===== src/rtl/rfdcd_pkg.sv =====
// Shared types and constants for the RGB frame disc/cross drawer.
// Command codes, queue word layout, result word and configuration register indexes.
// No dependencies.
package rfdcd_pkg;

	localparam int DEF_MAX_WIDTH  = 256;
	localparam int DEF_MAX_HEIGHT = 256;

	localparam int COORD_W    = 11;	// signed row/col of a command
	localparam int SUM_W      = 12;	// signed center + offset
	localparam int DIM_W      = 11;	// effective dimension, up to 511
	localparam int EXT_W      = 8;
	localparam int SPAN_W     = 9;	// walk half-size, up to 256
	localparam int OFS_W      = 10;	// signed walk offset
	localparam int LIM_W      = 17;	// squared radius, up to 65536
	localparam int COLOR_W    = 24;
	localparam int CH_W       = 8;
	localparam int CFG_IDX_W  = 2;
	localparam int CFG_DATA_W = 9;

	localparam int QUEUE_DEPTH = 2;

	localparam logic [CFG_DATA_W-1:0] RST_DIM = 9'd256;

	localparam logic [CFG_IDX_W-1:0] REG_IMAGE_WIDTH  = 2'd0;
	localparam logic [CFG_IDX_W-1:0] REG_IMAGE_HEIGHT = 2'd1;

	typedef enum logic [1:0] {
		CMD_WRITE = 2'd0,
		CMD_READ  = 2'd1,
		CMD_DISC  = 2'd2,
		CMD_CROSS = 2'd3
	} cmd_t;

	typedef struct packed {
		cmd_t                kind;
		logic [COORD_W-1:0]  row;
		logic [COORD_W-1:0]  col;
		logic [COLOR_W-1:0]  color;
		logic [SPAN_W-1:0]   span;
		logic [LIM_W-1:0]    lim;
	} queue_word_t;

	typedef struct packed {
		logic               valid;
		logic [COLOR_W-1:0] color;
	} result_t;

endpackage


===== src/rtl/rfdcd_front.sv =====
// Command front end: accepts a command and classifies it into a queue word.
// Computes the walk half-size and the squared disc radius. Uses rfdcd_pkg.
module rfdcd_front import rfdcd_pkg::*; (
	input  logic               start,
	input  logic               full,
	input  logic [1:0]         command,
	input  logic [COORD_W-1:0] row,
	input  logic [COORD_W-1:0] col,
	input  logic [CH_W-1:0]    red_in,
	input  logic [CH_W-1:0]    green_in,
	input  logic [CH_W-1:0]    blue_in,
	input  logic [EXT_W-1:0]   extent,
	output logic               push,
	output queue_word_t        word
);

	logic [SPAN_W-1:0] e_c;
	logic [SPAN_W-1:0] span_c;
	cmd_t              kind_c;

	assign kind_c = cmd_t'(command);
	assign e_c    = {1'b0, extent} + SPAN_W'(1);

	always_comb begin
		unique case (kind_c) inside
			CMD_DISC:            span_c = e_c;
			CMD_CROSS:           span_c = {1'b0, extent};
			CMD_WRITE, CMD_READ: span_c = '0;
			default:             span_c = '0;
		endcase
	end

	assign push       = start && !full;
	assign word.kind  = kind_c;
	assign word.row   = row;
	assign word.col   = col;
	assign word.color = {red_in, green_in, blue_in};
	assign word.span  = span_c;
	assign word.lim   = LIM_W'(e_c) * LIM_W'(e_c);

endmodule


===== config.mk =====
export PLATFORM = sky130hd
export DESIGN_NAME = rfdcd_front
export DESIGN_NICKNAME = d
export VERILOG_FILES = /design/src/rtl/rfdcd_pkg.sv /design/src/rtl/rfdcd_front.sv
export SDC_FILE = /design/constraint.sdc
export NUM_CORES = 1
export LEC_CHECK = 0
export BUFFER_PORTS_ARGS = -buffer_cell sky130_fd_sc_hd__buf_2
export CAP_MARGIN = 10
export CORE_ASPECT_RATIO = 1.4
export CORE_MARGIN = 5
export CORE_UTILIZATION = 44
export DETAILED_ROUTE_END_ITERATION = 6
export PLACE_DENSITY = 0.8
export SLEW_MARGIN = 10
export SYNTH_ARGS = -nofsm -noshare
export SYNTH_HDL_FRONTEND = slang
export SYNTH_SLANG_ARGS = --single-unit

===== constraint.sdc =====
create_clock -name vclk -period 9.6
set_input_delay 2.4 -clock vclk [all_inputs]
set_output_delay 2.4 -clock vclk [all_outputs]
set_load 0.02 [all_outputs]

==> metrics.txt <==
antenna cell count=0; GRT Resource Usage Total=14.3%; CP dominant cell by count=inv_2; Max Slew Vio Count=0; Min-Delay Path Class=in -> out; Static Leak=~0.0016 µW; dpl hpwl=4790 µm; FF+latch area=0 µm²; worst-path cell chain=buf_2 -> ha_2 -> and2_4 -> and2_4 -> xor2_2 -> inv_2 -> nor2_4 -> inv_2 -> fa_2 -> inv_2 -> fa_1 -> inv_2 -> fa_2 -> fa_1 -> inv_2 -> ha_4 -> a21o_1 -> a31o_1 -> o21a_1 -> or4b_1 -> o311ai_2 -> buf_4; final std cells w/o fill=436; Final Power=858 µW; design area=3010 µm²; worst path required time=7200 ps; Slowest cell on crit path=fa_2; Synth area leaders=fa_1 26%, ha_1 16%, buf_4 14%; Via Count=approximately 2200; area post-placement=2820 µm²; Nets=495; DRT Pass-1 Iters=4; CP startpoint=extent[0]; PwrDens=285 nW/µm²; final hold vios=0; setup violators final=0; max incr delay on CP=600 ps; Core Box Area=roughly 5900 µm²; dpl cells=430; grt ovf=0; post-synthesis cell type count=between 40 and 50; Ports=between 100 and 150; area leader, netlist=fa_1; Syn. warnings=0; Yosys top cell area share=25.5%; initial antenna violation count=0; die height=about 100 µm; Placer Congestion=0.878; Syn Inst Count=339; Starting Density=45.5%; Crit path depth=22; Layout area overhead=12.9%; CP Capture Type=output port; share of cells above drive strength 1=30.1%; Vias/cell=5.02; Seq cells=0; num rows=33; Max Fanout on Critical Path=5; commonest non-fill, non-tap cell in the layout=inv_1; most frequent cells in the layout=65 x inv_1, 38 x buf_2, 38 x buf_4; Synth Cell Area=2670 µm²; drt wl/cell=roughly 13 µm; Core Util, Final=51.4%; crit path DAT=7150 ps; vias in the first global route=2204; Setup TNS=0 ps; outcome=finished clean; Clock Buffer Count=0; Max VDD drop=0.270 mV; largest net degree at the start of global routing=14; crit-path leading delay family=adder cells; Die X-Extent=between 70 and 80 µm; RSZ-0062 raised after global routing=true; Peak Freq=105 MHz; Mapped Avg Cell Area=7.87 µm²; CP Class=in -> out; 1st-iter DRT viols=129; sequential-to-total area share from yosys stat=0%; Antenna Violating Nets Remaining=0; WHS Path Cells=0; startpoint of the worst hold path=green_in[1]; Routed WL=5790 µm; Hold Buf Count CTS=0; Max Cap Viol=0; min Tclk post-route=9550 ps; number of remaining DRC errors=0; Tcrit/Tclk final=99.5%; Worst Path Buf+Inv=7; first-pass GRT wire length=9020 µm; Die ar.=7740 µm²; I/O Buffers=40; startpoint types=input pin
-- power by group --
group	switching (µW)	total, µW	internal (µW)
registers	0	0	0
clock network	0	0	0
logic	483	858	375
total	483	858	375
-- final timing paths --
kind,to,slack [ps]
worst max-delay path,word[11],50
worst min-delay path,word[35],4800
-- kinds of logic after synthesis --
group	count (synthesis)	share of synthesized area, %
AOI/OAI and AO/OA	33	8.63
xor gates and xnor gates	27	9.15
adders and majority gates	69	41.9
buffers and inverters	125	24.7
muxes	1	0.375
other	2	0.282
and+or+nand+nor	82	14.9
-- per-layer routing --
| metal | up-vias | wire length [µm] | track usage [%] |
|---|---|---|---|
| met2 | 49 | 3510 | 29.5 |
| met5 | - | 0 | 0 |
| met1 | 1075 | 1950 | 14.9 |
| li1 | 1046 | - | - |
| met3 | 20 | 215 | 0.984 |
| met4 | 0 | 110 | 2.83 |
-- what timing repair did --
| item | in CTS | in global routing |
|---|---|---|
| pin swaps | 9 | 15 |
| buffers inserted | 5 | 1 |
| resized for setup | 11 | 27 |
| endpoints found under the setup margin | 4 | 6 |
-- metrics by stage --
stage	setup WS, ps	hold slack (ps)
6_report	47.4	4800
5_1_grt	-96.9	4800
4_1_cts	3.69	4800
3_5_place_dp	-206	4800
3_3_place_gp	-52.2	4800
2_1_floorplan	3.99	4880
-- final cells by class --
cell class / count / area (µm²)
inverter: 71 / 267
fill: 547 / 2850
tap: 70 / 87.6
multi-input combinational: 218 / 2170
timing repair buffer: 77 / 487
-- synth_stat cells, drive strengths merged, types with 4 or more instances --
cell type,count
ha,35
and2,8
nor2,26
nand2,19
buf,51
inv,71
nand3,4
o21ai,5
xor2,7
a21oi,7
xnor2,20
nor2b,7
fa,34
Note: power is estimated with default switching activity, not from simulation.
