<file path="config.mk">
export PLATFORM = sky130hd
export DESIGN_NAME = rfdcd_fifo
export DESIGN_NICKNAME = d
export VERILOG_FILES = /design/src/rtl/rfdcd_pkg.sv /design/src/rtl/rfdcd_fifo.sv
export SDC_FILE = /design/constraint.sdc
export NUM_CORES = 1
export LEC_CHECK = 0
export ABC_AREA = 1
export BUFFER_PORTS_ARGS = -buffer_cell sky130_fd_sc_hd__buf_2
export CAP_MARGIN = 20
export CORE_MARGIN = 4
export CORE_UTILIZATION = 56
export DETAILED_ROUTE_END_ITERATION = 12
export PLACE_DENSITY = 0.95
export SYNTH_ARGS = -nofsm -noshare
export SYNTH_HDL_FRONTEND = slang
export SYNTH_SLANG_ARGS = --single-unit
</file>
<file path="constraint.sdc">
create_clock -name clk -period 11.9 [get_ports clk]
set_clock_uncertainty 0.05 [all_clocks]
set_input_delay 1.19 -clock clk [delete_from_list [all_inputs] [get_ports clk]]
set_output_delay 1.19 -clock clk [all_outputs]
set_load 0.02 [all_outputs]
</file>
<file path="src/rtl/rfdcd_pkg.sv">
// Shared types and constants for the RGB frame disc/cross drawer.
// Command codes, queue word layout, result word and configuration register indexes.
// No dependencies.
package rfdcd_pkg;

	localparam int DEF_MAX_WIDTH  = 256;
	localparam int DEF_MAX_HEIGHT = 256;

	localparam int COORD_W    = 11;	// signed row/col of a command
	localparam int SUM_W      = 12;	// signed center + offset
	localparam int DIM_W      = 11;	// effective dimension, up to 511
	localparam int EXT_W      = 8;
	localparam int SPAN_W     = 9;	// walk half-size, up to 256
	localparam int OFS_W      = 10;	// signed walk offset
	localparam int LIM_W      = 17;	// squared radius, up to 65536
	localparam int COLOR_W    = 24;
	localparam int CH_W       = 8;
	localparam int CFG_IDX_W  = 2;
	localparam int CFG_DATA_W = 9;

	localparam int QUEUE_DEPTH = 2;

	localparam logic [CFG_DATA_W-1:0] RST_DIM = 9'd256;

	localparam logic [CFG_IDX_W-1:0] REG_IMAGE_WIDTH  = 2'd0;
	localparam logic [CFG_IDX_W-1:0] REG_IMAGE_HEIGHT = 2'd1;

	typedef enum logic [1:0] {
		CMD_WRITE = 2'd0,
		CMD_READ  = 2'd1,
		CMD_DISC  = 2'd2,
		CMD_CROSS = 2'd3
	} cmd_t;

	typedef struct packed {
		cmd_t                kind;
		logic [COORD_W-1:0]  row;
		logic [COORD_W-1:0]  col;
		logic [COLOR_W-1:0]  color;
		logic [SPAN_W-1:0]   span;
		logic [LIM_W-1:0]    lim;
	} queue_word_t;

	typedef struct packed {
		logic               valid;
		logic [COLOR_W-1:0] color;
	} result_t;

endpackage

</file>
<file path="src/rtl/rfdcd_fifo.sv">
// Short command queue between the front end and the drawing engine.
// Holds QUEUE_DEPTH command words. Uses rfdcd_pkg.
module rfdcd_fifo import rfdcd_pkg::*; (
	input  logic        clk,
	input  logic        arst_n,
	input  logic        push,
	input  queue_word_t push_word,
	input  logic        pop,
	output logic        full,
	output logic        not_empty,
	output queue_word_t head
);

	localparam int PTR_W = (QUEUE_DEPTH > 1) ? $clog2(QUEUE_DEPTH) : 1;
	localparam int CNT_W = $clog2(QUEUE_DEPTH + 1);
	localparam logic [CNT_W-1:0] DEPTH_C = CNT_W'(QUEUE_DEPTH);
	localparam logic [PTR_W-1:0] LAST_P  = PTR_W'(QUEUE_DEPTH - 1);

	queue_word_t       store_q [QUEUE_DEPTH];
	logic [PTR_W-1:0]  wr_ptr_q;
	logic [PTR_W-1:0]  rd_ptr_q;
	logic [CNT_W-1:0]  count_q;

	assign full      = (count_q == DEPTH_C);
	assign not_empty = (count_q != '0);
	assign head      = store_q[rd_ptr_q];

	always_ff @(posedge clk) begin
		if (push) begin
			store_q[wr_ptr_q] <= push_word;
		end
	end

	always_ff @(posedge clk or negedge arst_n) begin
		if (!arst_n) begin
			wr_ptr_q <= '0;
			rd_ptr_q <= '0;
			count_q  <= '0;
		end else begin
			if (push) begin
				wr_ptr_q <= (wr_ptr_q == LAST_P) ? '0 : wr_ptr_q + PTR_W'(1);
			end
			if (pop) begin
				rd_ptr_q <= (rd_ptr_q == LAST_P) ? '0 : rd_ptr_q + PTR_W'(1);
			end
			if (push && !pop) begin
				count_q <= count_q + CNT_W'(1);
			end else if (pop && !push) begin
				count_q <= count_q - CNT_W'(1);
			end
		end
	end

	a_no_pop_empty: assert property (@(posedge clk) disable iff (!arst_n)
		pop |-> count_q != '0) else $error("queue popped while empty");
	a_no_push_full: assert property (@(posedge clk) disable iff (!arst_n)
		push |-> count_q != DEPTH_C) else $error("queue pushed while full");

endmodule

</file>
==> results by group, run 1 <==
Status
  – Status: finished clean

Power and ir drop
  – Lkg Pwr: 2.89 nW
  – Sequential fraction of design power: 41.9%
  – Cell Pwr Density: 254 nW/um^2
  – Sw Pwr: 561 uW
  – Sw frac: 30.8%
  – Part of the power in the clock network: 26.6%
  – Internal power: 1.26 mW
  – Worst IR drop on VDD: 0.120 mV
  – Overall power: 1.82 mW
  – Logic pwr share: 31.5%

Detailed routing
  – Post-route ant nets: 0
  – Drt drc: 0
  – WL/cell: 17.7 um
  – Total Routed Length: 10100 um
  – Vias per cell: 5.01
  – DR vias: 2846
  – DR pass1 iterations: 4
  – Detailed Route Iter0 Violations: 124

STA
  – Min cycle time layout: 3.83 ns
  – Worst Tran Pin Value: 0.971 ns
  – Final period util: 32.2%
  – Unrepaired setup endpoints after global routing: no
  – Setup TNS: 0 ns
  – Hold_ws: 0.441 ns
  – Setup violators final: 0
  – Final Hold Vio Count: 0
  – Slew Viols, Final: 0
  – Rel. slew slack: 35.2%
  – Fmax: 261 MHz

Yosys
  – Asr flop ratio synth: 2.63%
  – Cell variety after synth: 14
  – Syn Area/Cell: 22.5 sq um
  – EDFF count, synth: 148
  – Most numerous cell in the Yosys netlist: edfxtp_1
  – Synthesized Nets: 334
  – #FFs+latches synth: 152
  – Top area cells in the synthesized netlist: edfxtp_1, mux2_4, mux2_2
  – Top_reg_cell synth: edfxtp_1
  – Sequential area share after synthesis: 79.0%
  – Post-Syn Instances: 255
  – Commonest cells in the synthesized netlist: edfxtp_1, mux2_4, mux2_2, inv_1
  – Mapped Area: 5750 sq um
  – Yosys Warn Count: 0
  – Post-synth top area share: 77.3%
  – Synth area leader: edfxtp_1

Floorplan
  – Core Box Area: 9860 sq um
  – Ports: 154
  – Die Area: 12000 sq um
  – Die Y: 109 um
  – # rows: 36
  – Initial Util: 58.3%
  – Die X: 109 um

Global routing
  – Vias in the first global route: 3035
  – All-Layer GR Usage: 17.5%
  – Remaining global-route overflow: 0
  – Initial antenna violation count: 1
  – First-pass GRT wire length: 15200 um
  – Largest net degree at the start of global routing: 75

Clock network
  – Total CTS buffers: 17
  – Root buf cell: clkbuf_8
  – TritonCTS clock tree: done
  – Later-pin clock latency in the skew report: 0.50 ns
  – Hold_buf cts: 0
  – # clock sinks: 152
  – Clock slew seen by the registers of the worst setup and hold paths: 0.06 ns
  – # H-tree levels: 4
  – Setup Fix Bufs, Post-CTS: 0
  – CTS Buffer Depth: 2
  – Number of gates resized after cts: 0

Critical path
  – Critical path required time: 10.66 ns
  – Crit path DAT: 2.59 ns
  – Crit Path Class: reg -> out
  – Crit-path max FO: 53
  – Critical Path Source Type: register
  – Worst Setup End Kind: primary output

Layout
  – Fillers: 603
  – Area of the multi-input gates: 1110 sq um
  – Layout cells sized above 1: 60.2%
  – Nets: 501
  – ANT cells: 0
  – FF+latch area: 4550 sq um
  – P&R area growth vs syn: 25.1%
  – Final Util: 72.9%

Placed design
  – Hpwl dp: 6500 um
  – Final Wtd Congestion: 0.688
  – Port bufs: 153

Min path
  – HP Class: in -> async

Run
  – Maxcap violations: 0
[metrics by stage]
step / cells / worst slack [ns] / instance area (sq um)
floorplan: 255 / 7.01 / 5750
global placement: 536 / 8.66 / 6640
detailed placement: 536 / 8.59 / 6640
CTS: 568 / 8.04 / 7190
global route: 568 / 7.94 / 7190
finish: 568 / 8.07 / 7190
[cell type report]
cell class / instances / area share (%)
repair buffers: 156 / 11.0
inverters: 7 / 0.383
flip-flops and latches: 152 / 63.2
multi-input cells: 88 / 15.4
clock inverters: 13 / 1.83
clock buffers: 19 / 5.86
well taps: 133 / 2.31
[worst max-delay path: stages, from the launching register on]
cell and delay [ns]:
dfrtp_4 0.69, buf_4 0.74, mux2_2 0.43, buf_2 0.16
[per-layer routing]
layer	GRT usage, %	vias up	wire length [um]	part of all wire, %
li1	-	1331	-	-
met1	19.5	1361	3610	36
met2	29.9	136	5410	54
met3	7.05	16	857	8.5
met4	7.39	2	183	1.8
met5	0	-	13	0.13
[worst paths after layout]
| check | to | depth (start not counted) | startpoint | slack (ns) |
|---|---|---|---|---|
| worst max-delay path | head[66] | 3 | rd_ptr_q$_DFFE_PN0P_ | 8.07 |
| worst min register to register | count_q[1]$_DFFE_PN0P_ | 2 | count_q[1]$_DFFE_PN0P_ | 0.45 |
| min in group clk | count_q[1]$_DFFE_PN0P_ | 2 | count_q[1]$_DFFE_PN0P_ | 0.45 |
| max in group asynchronous | rd_ptr_q$_DFFE_PN0P_ | 1 | arst_n | 11.21 |
| worst max register to register | store_q[0][16]$_DFFE_PP_ | 2 | wr_ptr_q$_DFFE_PN0P_ | 10.16 |
| worst min-delay path | count_q[0]$_DFFE_PN0P_ | 1 | arst_n | 0.44 |
[kinds of logic (layout without fill, tap and decap cells)]
logic type,after synthesis,after routing,share of synthesized area [%]
adders and majority gates,1,1,0.218
buffers and inverters,15,195,1.81
and+or+nand+nor,10,10,0.718
xor gates and xnor gates,3,3,0.457
DFF,152,152,79.0
muxes,74,74,17.8
[sequential cells by signal (all words and copies together), names as in the netlist]
register	count
store_q	148
rd_ptr_q	1
wr_ptr_q	1
count_q	2
[power groups by stage]
| stage | combinational [mW] | clock [mW] | sequential [mW] |
|---|---|---|---|
| after floorplan | 0.453 | 0 | 0.750 |
| after global routing | 0.613 | 0.526 | 0.774 |
| final | 0.574 | 0.485 | 0.765 |
| after global placement | 0.568 | 0 | 0.766 |
| after detailed placement | 0.582 | 0 | 0.774 |
| after CTS | 0.585 | 0.496 | 0.766 |
[layout by cell type (no fill, tap or decap)]
master / instances
edfxtp_1: 148
clkinv_4: 2
dfrtp_1: 3
clkbuf_8: 1
nor2_1: 1
inv_1: 6
nand4_1: 1
xnor2_1: 1
dfrtp_4: 1
nand2_1: 6
nor2_4: 1
buf_4: 3
bufinv_16: 2
ha_1: 1
clkinv_2: 5
mux2_2: 24
clkbuf_1: 2
xor2_1: 2
clkinvlp_4: 4
nand3_1: 1
clkbuf_16: 16
mux2_4: 50
clkinv_1: 1
buf_2: 153
(Power assumes the default switching activity.)
==> inputs of run 2 (changes only) <==
Settings changed: CORE_UTILIZATION 56 to 52, PLACE_DENSITY 0.95 to 0.9.
Clock period 11.9 ns to 3.8 ns, I/O delays scaled along.
==> run 2 against run 1 <==
  * Sequential share of layout area is 6.5 points lower
  * Design area is 11% higher
  * Utilization rose by 1.1 points
  * Register-to-register slack worse by 8.4 ns
  * Worst hold slack got worse by 0.41 ns
  * Final cell count is 14% higher
  * Critical path type unchanged
  * Critical path depth up 1
  * Via count increased by 12%
  * Die area rose by 7.1%
  * Largest power group unchanged
==> results by group, run 2 (same netlist as run 1, synthesis figures left out) <==
Layout
  – Area of the multi-input gates: 1110 sq um
  – Top reg by flops: store_q
  – Post-Layout Inst Area: 8020 sq um
  – FF+latch area: 4550 sq um
  – Final Util: 74.0%
  – Layout cells sized above 1: 51.5%
  – Nets: 575
  – Most frequent cells in the layout: buf_2, edfxtp_1, dlygate4sd3_1
  – P&R area growth vs syn: 39.5%
  – Non-Filler Instances: 649
  – Fillers: 648
  – Commonest non-fill, non-tap cell in the layout: buf_2
  – Top Registers: store_q (148), count_q (2)
  – ANT cells: 0
  – Max FFs per register: 148

Status
  – Status: finished clean

Floorplan
  – Initial Util: 53.0%
  – Die Area: 12800 sq um
  – Die Y: 113 um
  – Core Box Area: 10800 sq um
  – Ports: 154
  – Die X: 113 um
  – # rows: 38

Global routing
  – All-Layer GR Usage: 17.9%
  – Initial antenna violation count: 0
  – First-pass GRT wire length: 17300 um
  – Vias in the first global route: 3485
  – Largest net degree at the start of global routing: 68
  – Remaining global-route overflow: 0

STA
  – Min cycle time layout: 2.65 ns
  – Worst Tran Pin Value: 0.757 ns
  – Unrepaired setup endpoints after global routing: no
  – Hold_ws: 0.0333 ns
  – Worst setup margin: 1.15 ns
  – Setup TNS: 0 ns
  – Fmax: 378 MHz
  – Rel. slew slack: 49.5%
  – Slew Viols, Final: 0
  – Final period util: 69.7%
  – Final Hold Vio Count: 0
  – Setup violators final: 0

Clock network
  – Total CTS buffers: 17
  – TritonCTS clock tree: done
  – # H-tree levels: 4
  – Later-pin clock latency in the skew report: 0.51 ns
  – Root buf cell: clkbuf_8
  – # clock sinks: 152
  – CTS Buffer Depth: 2
  – Setup Fix Bufs, Post-CTS: 0
  – Clock slew seen by the registers of the worst setup and hold paths: 0.06 ns

Detailed routing
  – Vias per cell: 4.91
  – Post-route ant nets: 0
  – WL/cell: 17.2 um
  – DR pass1 iterations: 4
  – DR vias: 3189
  – Detailed Route Iter0 Violations: 86
  – Drt drc: 0
  – Total Routed Length: 11100 um

Power and ir drop
  – Overall power: 5.96 mW
  – Cell Pwr Density: 743 nW/um^2
  – Worst IR drop on VDD: 0.436 mV
  – Lkg Pwr: 3.23 nW

Placed design
  – Hpwl dp: 6500 um
  – Final Wtd Congestion: 0.741
  – Port bufs: 153
  – Post-placement cell count: 543
  – Post-DP Area: 6660 sq um
  – Place WS: 1.32 ns

Run
  – Maxcap violations: 0

Critical path
  – Critical path required time: 3.37 ns
  – Worst Setup End Kind: primary output
  – Crit Path Class: reg -> out
  – Critical Path Source Type: register
  – Crit-path max FO: 54
  – Crit path DAT: 2.22 ns

Min path
  – HP Class: in -> reg
==> run 2: cell count changes in the layout (fill, tap and decap cells not counted) <==
cell           previous run  this run
buf_12                    0         1
buf_16                    0         1
buf_4                     3         2
bufinv_16                 2         4
clkinv_1                  1         2
clkinv_2                  5         2
clkinv_4                  2         1
clkinvlp_4                4         5
dlygate4sd3_1             0        73
==> run 2: worst paths after layout <==
path	from	endpoint	slack, ns	cells past startpoint
setup / recovery	rd_ptr_q$_DFFE_PN0P_	head[55]	1.15	4
hold / removal	push_word[22]	store_q[1][22]$_DFFE_PP_	0.03	1
setup reg to reg	wr_ptr_q$_DFFE_PN0P_	store_q[1][69]$_DFFE_PP_	1.79	3
hold reg to reg	count_q[1]$_DFFE_PN0P_	count_q[1]$_DFFE_PN0P_	0.45	2
max in group asynchronous	arst_n	rd_ptr_q$_DFFE_PN0P_	3.37	2
min in group asynchronous	arst_n	wr_ptr_q$_DFFE_PN0P_	0.18	2
==> run 2: repair_timing <==
action / CTS / global route
resized for setup: 0 / 0
hold buffers: 71 / 2
endpoints found under the hold margin: 143 / 3
==> run 2: layout make-up <==
cell class	count	share of cell area, %
sequential	152	56.7
clock inverter	13	2.23
clock buffer	19	5.26
inverter	7	0.343
tap	140	2.18
multi-input combinational	88	13.8
timing repair buffer	230	19.4
==> run 2: critical path: stages (launching register included) <==
cell     delay (ns)
dfrtp_4        0.57
buf_16         0.36
buf_4          0.29
mux2_4         0.32
buf_2          0.16
==> run 2: layer usage <==
layer	vias up	global-route usage, %	wire length [um]
li1	1482	-	-
met1	1582	18.2	4110
met2	111	34.1	6250
met3	14	6.04	648
met4	0	5.93	125
met5	-	0	0
==> run 2: report_power, final <==
part	internal [mW]	leakage (nW)	switching, mW
clock network	1.06	0.275	0.610
logic	0.866	1.52	1.07
registers	2.23	1.44	0.126
total	4.16	3.23	1.80
